--- src/hdl/lspf_pkg.sv ---
// Shared widths and the snapshot type of the least-squares plane fit.
package lspf_pkg;

   localparam int COORD_W     = 24;
   localparam int MAX_POINTS  = 1024;
   localparam int COUNT_W     = $clog2(MAX_POINTS + 1);
   localparam int PROD_W      = 2 * COORD_W;
   // Sums of products and plain sums, wide enough for a full set of points.
   localparam int SQ_W        = PROD_W + COUNT_W - 1;
   localparam int LIN_W       = COORD_W + COUNT_W - 1;
   // Cofactors are products of two sums, determinants products of three.
   localparam int CF_W        = 2 * SQ_W + 2;
   localparam int ACC_W       = 3 * SQ_W + 4;
   localparam int SLOPE_W     = 32;
   localparam int OFFSET_W    = 24;
   localparam int FRAC_SHIFT  = 16;
   localparam int QUEUE_DEPTH = 2;

   localparam int REQ_DATA_W  = ((3 * COORD_W + 7) / 8) * 8;
   localparam int RSP_FIELD_W = 2 * SLOPE_W + OFFSET_W + COUNT_W;
   localparam int RSP_DATA_W  = ((RSP_FIELD_W + 7) / 8) * 8;
   localparam int RSP_USER_W  = 2;

   typedef struct packed {
      logic [SQ_W-1:0]    sxx;
      logic [SQ_W-1:0]    sxy;
      logic [SQ_W-1:0]    syy;
      logic [SQ_W-1:0]    sxz;
      logic [SQ_W-1:0]    syz;
      logic [LIN_W-1:0]   sx;
      logic [LIN_W-1:0]   sy;
      logic [LIN_W-1:0]   sz;
      logic [COUNT_W-1:0] n;
   } snap_type;

endpackage

--- src/hdl/lspf_queue.sv ---
// Short queue of finished sum snapshots between the accumulator and the solver.
module lspf_queue import lspf_pkg::*; (
   input  logic     clock,
   input  logic     reset,
   input  logic     push,
   input  snap_type push_data,
   input  logic     pop,
   output snap_type head,
   output logic     full,
   output logic     empty
);

   localparam int PTR_W = (QUEUE_DEPTH > 1) ? $clog2(QUEUE_DEPTH) : 1;
   localparam int CNT_W = $clog2(QUEUE_DEPTH + 1);

   snap_type           slot_ff [QUEUE_DEPTH];
   logic [PTR_W-1:0]   wr_ptr_ff, wr_ptr_in;
   logic [PTR_W-1:0]   rd_ptr_ff, rd_ptr_in;
   logic [CNT_W-1:0]   count_ff, count_in;

   assign full  = count_ff == CNT_W'(QUEUE_DEPTH);
   assign empty = count_ff == '0;
   assign head  = slot_ff[rd_ptr_ff];

   always_comb begin
      wr_ptr_in = wr_ptr_ff;
      rd_ptr_in = rd_ptr_ff;
      count_in  = count_ff;
      if (push) begin
         wr_ptr_in = (wr_ptr_ff == PTR_W'(QUEUE_DEPTH - 1)) ? '0 : wr_ptr_ff + 1'b1;
      end
      if (pop) begin
         rd_ptr_in = (rd_ptr_ff == PTR_W'(QUEUE_DEPTH - 1)) ? '0 : rd_ptr_ff + 1'b1;
      end
      if (push && !pop) begin
         count_in = count_ff + 1'b1;
      end else if (pop && !push) begin
         count_in = count_ff - 1'b1;
      end
   end

   always_ff @(posedge clock) begin
      if (reset) begin
         wr_ptr_ff <= '0;
         rd_ptr_ff <= '0;
         count_ff  <= '0;
      end else begin
         wr_ptr_ff <= wr_ptr_in;
         rd_ptr_ff <= rd_ptr_in;
         count_ff  <= count_in;
      end
   end

   always_ff @(posedge clock) begin
      if (push) begin
         slot_ff[wr_ptr_ff] <= push_data;
      end
   end

endmodule

--- config.mk ---
export PLATFORM = sky130hd
export DESIGN_NAME = lspf_queue
export DESIGN_NICKNAME = d
export VERILOG_FILES = /design/src/hdl/lspf_pkg.sv /design/src/hdl/lspf_queue.sv
export SDC_FILE = /design/constraint.sdc
export NUM_CORES = 1
export LEC_CHECK = 0
export ABC_AREA = 0
export BUFFER_PORTS_ARGS = -buffer_cell sky130_fd_sc_hd__buf_4
export CORE_AREA = 3 3 316 318
export DETAILED_ROUTE_END_ITERATION = 10
export DIE_AREA = 0 0 319 321
export GPL_ROUTABILITY_DRIVEN = 0
export SLEW_MARGIN = 30
export SYNTH_ARGS = -nofsm -noshare
export SYNTH_HDL_FRONTEND = slang
export SYNTH_SLANG_ARGS = --single-unit
--- constraint.sdc ---
create_clock -name clock -period 23.3 [get_ports clock]
set_input_delay 4.66 -clock clock [delete_from_list [all_inputs] [get_ports clock]]
set_output_delay 4.66 -clock clock [all_outputs]
set_load 0.01 [all_outputs]
==> results of run 1 <==
## logic make-up after synthesis
| logic type | synth area share, % |
|---|---|
| flip-flops | 78.7 |
| multiplexers | 19.2 |
| buffers and inverters | 1.78 |
| AND/OR/NAND/NOR | 0.142 |
| XOR/XNOR | 0.113 |
| AO/OA/AOI/OAI | 0.0324 |
| adder cells (fa/ha/maj) | 0.0405 |
## worst max-delay path: cells and delay by family (launching register included)
family                 cells  cell delay, ns
buffers and inverters      4            2.27
flip-flops                 1            0.88
multiplexers               1            0.43
## worst paths after layout
check               from              to  slack (ns)
max             register       head[382]       14.26
min          count_ff[1]     count_ff[1]        0.51
max reg2reg    wr_ptr_ff  slot_ff[0][37]       20.16
min reg2reg  count_ff[1]     count_ff[1]        0.51
## power groups by stage
| stage | combinational [mW] | clock (mW) | sequential, mW |
|---|---|---|---|
| 2_1_floorplan | 0.257 | 0 | 1.80 |
| 3_3_place_gp | 0.472 | 0 | 1.77 |
| 3_5_place_dp | 0.481 | 0 | 1.77 |
| 4_1_cts | 0.482 | 1.39 | 1.74 |
| 5_1_grt | 0.502 | 1.45 | 1.74 |
| 6_report | 0.474 | 1.34 | 1.74 |
## cell usage after synthesis
library cell  number
mux2_4           370
buf_12             2
xnor2_1            2
xor2_1             2
and2_1             1
mux2_2            33
or3_1              1
a21oi_1            1
nor2_1             5
ha_1               1
o21ai_0            1
buf_2              3
dfxtp_1            5
buf_8             11
nor2b_1            2
buf_6             29
inv_1              1
edfxtp_1         806
## through the flow
step | utilization, % | total power, mW | area (sq um)
2_1_floorplan | - | 2.06 | 30900
3_3_place_gp | 39.4 | 2.24 | 38200
3_5_place_dp | 39.5 | 2.25 | 38300
4_1_cts | 42.4 | 3.61 | 41100
5_1_grt | 42.5 | 3.69 | 41100
6_report | 42.5 | 3.55 | 41100
## layout make-up
| type | count | area, sq um | share of cell area [%] |
|---|---|---|---|
| Antenna cell | 5 | 12.5 | 0.0304 |
| Clock buffer | 100 | 2250 | 5.46 |
| Clock inverter | 56 | 557 | 1.35 |
| Inverter | 1 | 3.75 | 0.00913 |
| Multi-Input combinational cell | 419 | 6040 | 14.7 |
| Sequential cell | 811 | 24300 | 59.1 |
| Tap cell | 1276 | 1600 | 3.88 |
| Timing Repair Buffer | 831 | 6360 | 15.5 |
## routing by layer
layer / global-route usage (%) / routed length, microns / up-vias
met5: 0 / 55 / -
met4: 4.51 / 2250 / 8
met3: 6.84 / 8790 / 129
met2: 23.7 / 37300 / 764
met1: 16.2 / 27900 / 7636
li1: - / - / 6857
## registers in the layout, summed over array words and instances, names as in the netlist, named ones only
name / flops
rd_ptr_ff: 1
count_ff: 2
wr_ptr_ff: 1
slot_ff: 806
==> run summary, run 1 <==
PwrDens: 86.4 mW/mm^2
synth top area cells: edfxtp_1 78%, mux2_4 18%, mux2_2 1.2%, buf_6 1.1%, buf_8 0.53%
crit-path max FO: 58
Setup CP Type: reg2out
Synth Area per Inst: 24.2 sq um
drt pass-1 iters: 5
skew final: 0.0202 ns
Leakage: 16.0 nW
number of synthesis warnings: 0
clock share of power: 37.8%
IO Count: 812
final wirelength: 76400 microns
Hold WS: 0.507 ns
vias in the first global route: 16258
max-slew violation count: 0
outcome: finished, final reports clean
CP Capture Type: output port
DRC: 0
Worst Path Required: 18.64 ns
Post-CTS Setup Inserts: 0
Int Pwr: 2.76 mW
synthesized instance count: 1276
clock sink count: 811
clk slew on worst S/H paths: 0.06 ns
slowest cell delay on critical path: 0.88 ns
dpl ws: 14.30 ns
biggest area consumer among synthesized cells: edfxtp_1
Worst-Skew Late Latency: 0.63 ns
Inst Count DP: 3337
DR vias/cell: 4.40
DP HPWL: 53700 microns
cell breakdown of the critical path: buf_6 -> buf_6 -> buf_4 -> mux2_2 -> buf_4
GRT Overall Usage: 14.3%
Max-slew headroom: 35.0%
Slowest cell on crit path: dfxtp_4
hold crit path type: reg2reg
DR WL/cell: 21.8 microns
Buffers on Ports: 811
CTS Hold Buffers Added: 0
Syn Nets: 1684
Die X: 319 microns
Placeable Area: 0.0969 sq mm
layout cells sized above 1: 61.5%
largest net degree at the start of global routing: 143
row count: 114
TritonCTS clock tree: built
CTS resizes: 0
Net Sw Frac: 22.3%
crit path DAT: 4.38 ns
Initial Util: 31.9%
Post-Syn Area: 0.0309 sq mm
full die area: 0.102 sq mm
max_cap viols: 0
Final Hold Viols: 0
first-pass GRT wire length: 108000 microns
starting DRC count in detailed routing: 999
# setup viols final: 0
Die Span Y: 321 microns
Fillers: 8465
CTS max path bufs: 3
final cell count without fillers: 3499
H-tree levels: 3
root buffer cell: clkbuf_16
Final TNS setup: 0 ns
commonest non-fill, non-tap cell in the layout: buf_4
Distinct cells, synth: 18
sequential share of the synthesized area: 78.7%
RSZ-0062 raised after global routing: no
Seq pwr share: 48.9%
final global-route overflow total: 0
Logic pwr share: 13.3%
Nets: 2558
worst slew pin tran: 0.975 ns
FMAX: 0.111 GHz
Period minus WS final: 9.04 ns
most frequent cells in the layout: 819 x buf_4, 806 x edfxtp_1, 370 x mux2_4
post-synth top area share: 78.4%
initial antenna violation count: 10
Detail Route Antenna Nets: 0
VDD IR max: 59.7 uV
CP Launch Type: register
Sw Pwr: 791 uW
routed vias: 15394
R2R cell count: 6
fin crit share: 38.8%
Yosys reg bits: 811
fin worst setup slack: 14.26 ns
number of buffers created by CTS: 86
synth-to-layout area growth: 33.2%
Worst Hold Path Cells: 2
Note: power is estimated with default switching activity, not from simulation.
==> inputs of run 2 (changes only) <==
--- a/config.mk
+++ b/config.mk
@@ -5,11 +5,11 @@
 export SDC_FILE = /design/constraint.sdc
 export NUM_CORES = 1
 export LEC_CHECK = 0
-export ABC_AREA = 0
+export ABC_AREA = 1
 export BUFFER_PORTS_ARGS = -buffer_cell sky130_fd_sc_hd__buf_4
-export CORE_AREA = 3 3 316 318
+export CORE_AREA = 3 3 320 322
 export DETAILED_ROUTE_END_ITERATION = 10
-export DIE_AREA = 0 0 319 321
+export DIE_AREA = 0 0 323 325
 export GPL_ROUTABILITY_DRIVEN = 0
 export SLEW_MARGIN = 30
 export SYNTH_ARGS = -nofsm -noshare
==> constraint.sdc (replaced) <==
create_clock -name clock -period 8.43 [get_ports clock]
set_input_delay 1.686 -clock clock [delete_from_list [all_inputs] [get_ports clock]]
set_output_delay 1.686 -clock clock [all_outputs]
set_load 0.01 [all_outputs]
==> run 2 against run 1 <==
  * Utilization decreased by 1.2 points
  * Clock-buffer cell count increased by 17
  * Die area increased by 2.5%
  * Routed wire length increased by 1.6%
  * Area after synthesis about the same
  * Sequential share of layout area decreased by 0.17 points
  * Largest cell class unchanged
  * Largest power group unchanged
==> run summary, run 2 <==
outcome: finished, final reports clean
Leakage: 16.0 nW (+0.36%)
Die Span Y: 325 microns (+1.2%)
most used cell, CP: buf_4
Period minus WS final: 4.58 ns
CTS resizes: 0 (unchanged)
Final TNS setup: 0 ns (unchanged)
critical path depth: 4 (-1)
initial antenna violation count: 18 (+8)
number of buffers created by CTS: 88 (+2.3%)
max_cap viols: 0 (unchanged)
max-slew violation count: 0 (unchanged)
vias in the first global route: 16569 (+1.9%)
metal1 wirelength: 26600 microns (-4.7%)
number of synthesis warnings: 0 (unchanged)
dpl cell area: 0.0383 sq mm (about the same)
total power: 9.73 mW (+170%)
DR vias/cell: 4.30 (-2.2%)
synthesized instance count: 1287 (+0.86%)
full die area: 0.105 sq mm (+2.5%)
fin crit share: 54.3%
Setup CP Type: reg2out
Worst-Skew Late Latency: 0.65 ns (+0.02 ns)
Fillers: 8897 (+5.1%)
EDFF count, synth: 806 (unchanged)
skew final: 0.0203 ns (+0.0000338 ns)
CP Launch Type: register
Hold WS: 0.514 ns (+0.00722 ns)
crit-path max FO: 47 (-19%)
Initial Util: 30.9% (-0.94 points)
Setup crit end: head[76]
layout cells sized above 1: 61.3% (-0.17 points)
biggest area consumer among synthesized cells: edfxtp_1
clock share of power: 38.4% (+0.6 points)
# setup viols final: 0 (unchanged)
Logic pwr share: 12.9% (-0.4 points)
synth-to-layout area growth: 33.5%
Synth Area per Inst: 24.0 sq um (-0.79%)
hold crit path type: reg2reg
met2 routed wirelength: 41000 microns (+9.8%)
starting DRC count in detailed routing: 855 (-14%)
Most flops, register: slot_ff
Sw Pwr: 2.19 mW (+180%)
most frequent cells in the layout: 824 x buf_4, 806 x edfxtp_1, 370 x mux2_4
VDD IR max: 193 uV (+220%)
RSZ-0062 raised after global routing: no
largest net degree at the start of global routing: 156 (+9.1%)
CP Capture Type: output port
DRC: 0 (unchanged)
TritonCTS clock tree: built
Yosys reg bits: 811 (unchanged)
GRT Overall Usage: 14.2% (-0.054 points)
post-synth top area share: 78.3% (about the same)
CTS max path bufs: 3 (unchanged)
Distinct cells, synth: 18 (unchanged)
final global-route overflow total: 0 (unchanged)
synth top area cells: edfxtp_1 78%, mux2_4 18%, mux2_2 1.2%, buf_6 1.1%, buf_8 0.53%
clk slew on worst S/H paths: 0.06 ns (about the same)
Die X: 323 microns (+1.3%)
largest registers: slot_ff (806), count_ff (2)
DP HPWL: 55200 microns (+2.8%)
drt pass-1 iters: 4 (-1)
reg-to-reg startpoint: wr_ptr_ff
cell breakdown of the critical path: buf_16 -> buf_4 -> mux2_4 -> buf_4
dpl ws: 4.27 ns (-10.02 ns)
IO Count: 812 (unchanged)
Final Hold Viols: 0 (unchanged)
max reg flops: 806 (unchanged)
CTS Hold Buffers Added: 0 (unchanged)
Max Used Layer: met5
ys flop type: edfxtp_1
PwrDens: 236 mW/mm^2 (+170%)
RR Endpoint: slot_ff[1][102]
Synth top cells by count: 806 x edfxtp_1, 370 x mux2_4, 33 x mux2_2
fin worst setup slack: 3.85 ns (-10.41 ns)
slowest cell delay on critical path: 0.71 ns (-0.17 ns)
commonest non-fill, non-tap cell in the layout: buf_4
fin area: 0.0412 sq mm (+0.30%)
WP buf/inv: 3 (-1)
Synth async-reset ratio: 0% (unchanged)
Placeable Area: 0.0999 sq mm (+3.1%)
r2r setup slk: 5.95 ns (-14.21 ns)
Nets: 2573 (+0.59%)
FMAX: 0.219 GHz
routed vias: 15260 (-0.87%)
root buffer cell: clkbuf_16
crit path DAT: 2.89 ns (-1.49 ns)
DR WL/cell: 21.9 microns (+0.18%)
Seq pwr share: 48.7% (-0.2 points)
Int Pwr: 7.54 mW (+170%)
delay-heaviest family, CP: buffers and inverters
final wirelength: 77600 microns (+1.6%)
Syn Nets: 1695 (+0.65%)
Max-slew headroom: 26.0% (-9.0 points)
row count: 116 (+1.8%)
clock sink count: 811 (unchanged)
Worst Path Required: 6.74 ns (-11.90 ns)
sequential share of the synthesized area: 78.6% (about the same)
metal3 WL: 7420 microns (-16%)
Post-CTS Setup Inserts: 0 (unchanged)
Buffers on Ports: 811 (unchanged)
Post-Syn Area: 0.0309 sq mm (about the same)
first-pass GRT wire length: 110000 microns (+2.0%)
R2R cell count: 4 (-2)
H-tree levels: 3 (unchanged)
worst slew pin tran: 1.11 ns (+0.135 ns)
Slowest cell on crit path: buf_4
Net Sw Frac: 22.5% (+0.22 points)
count leader, synth: edfxtp_1
Detail Route Antenna Nets: 0 (unchanged)
-- run 2: cell count changes in the layout (fill, tap and decap cells not counted), moves of 5 or more --
cell / delta
buf_4: +5
buf_6: -6
clkbuf_1: +10
clkbuf_8: +5
clkinv_1: -9
clkinv_2: +7
diode_2: +6
inv_1: +7
nand2_1: +5
-- run 2: power by group through the flow --
stage / Sequential, mW / Combinational [mW] / Clock, mW
floorplan: 4.84 / 0.673 / 0
global placement: 4.82 / 1.25 / 0
detailed placement: 4.83 / 1.27 / 0
CTS: 4.75 / 1.27 / 3.87
global route: 4.75 / 1.34 / 4.03
finish: 4.74 / 1.26 / 3.74
-- run 2: layout make-up --
class	count	area, sq um	share of cell area [%]
sequential	811	24300	58.9
timing repair buffer	833	6390	15.5
multi-input combinational	422	6030	14.6
clock buffer	117	2400	5.83
tap	1298	1620	3.94
clock inverter	47	427	1.03
inverter	9	37.5	0.0910
antenna	11	27.5	0.0667
-- run 2: cells by family after synthesis --
group                      after synthesis  share of synthesized area (%)
muxes                                  403                           19.2
adders and majority gates                1                         0.0405
buffers and inverters                   54                           1.88
AOI/OAI and AO/OA                        2                         0.0324
xor gates and xnor gates                 1                         0.0283
and+or+nand+nor                         15                          0.198
DFF                                    811                           78.6
-- run 2: per-layer routing --
metal  GRT usage (%)  vias up
met3            5.97      142
met1            14.2     7613
met2            25.9      578
li1                -     6917
met5               0        -
met4            5.41       10
-- run 2: worst min path at each step --
stage              start       end  slack, ns  depth (start not counted)
2_1_floorplan  rd_ptr_ff  register       0.48                          2
3_3_place_gp   rd_ptr_ff  register       0.50                          2
3_5_place_dp   rd_ptr_ff  register       0.50                          2
4_1_cts        rd_ptr_ff  register       0.52                          2
5_1_grt        rd_ptr_ff  register       0.58                          2
6_report       rd_ptr_ff  register       0.51                          2
-- run 2: worst register-to-register path: cells and delay by family, from the launching register on --
kind,cells,cell delay (ns)
buf+inv,3,1.28
flops,1,0.40
simple gates,1,0.12
-- run 2: per-stage QoR --
| stage | utilization (%) | cells |
|---|---|---|
| final | 41.3 | 3548 |
| after global routing | 41.3 | 3546 |
| after CTS | 41.2 | 3534 |
| after detailed placement | 38.4 | 3370 |
| after global placement | 38.4 | 3370 |
| after floorplan | - | 1287 |
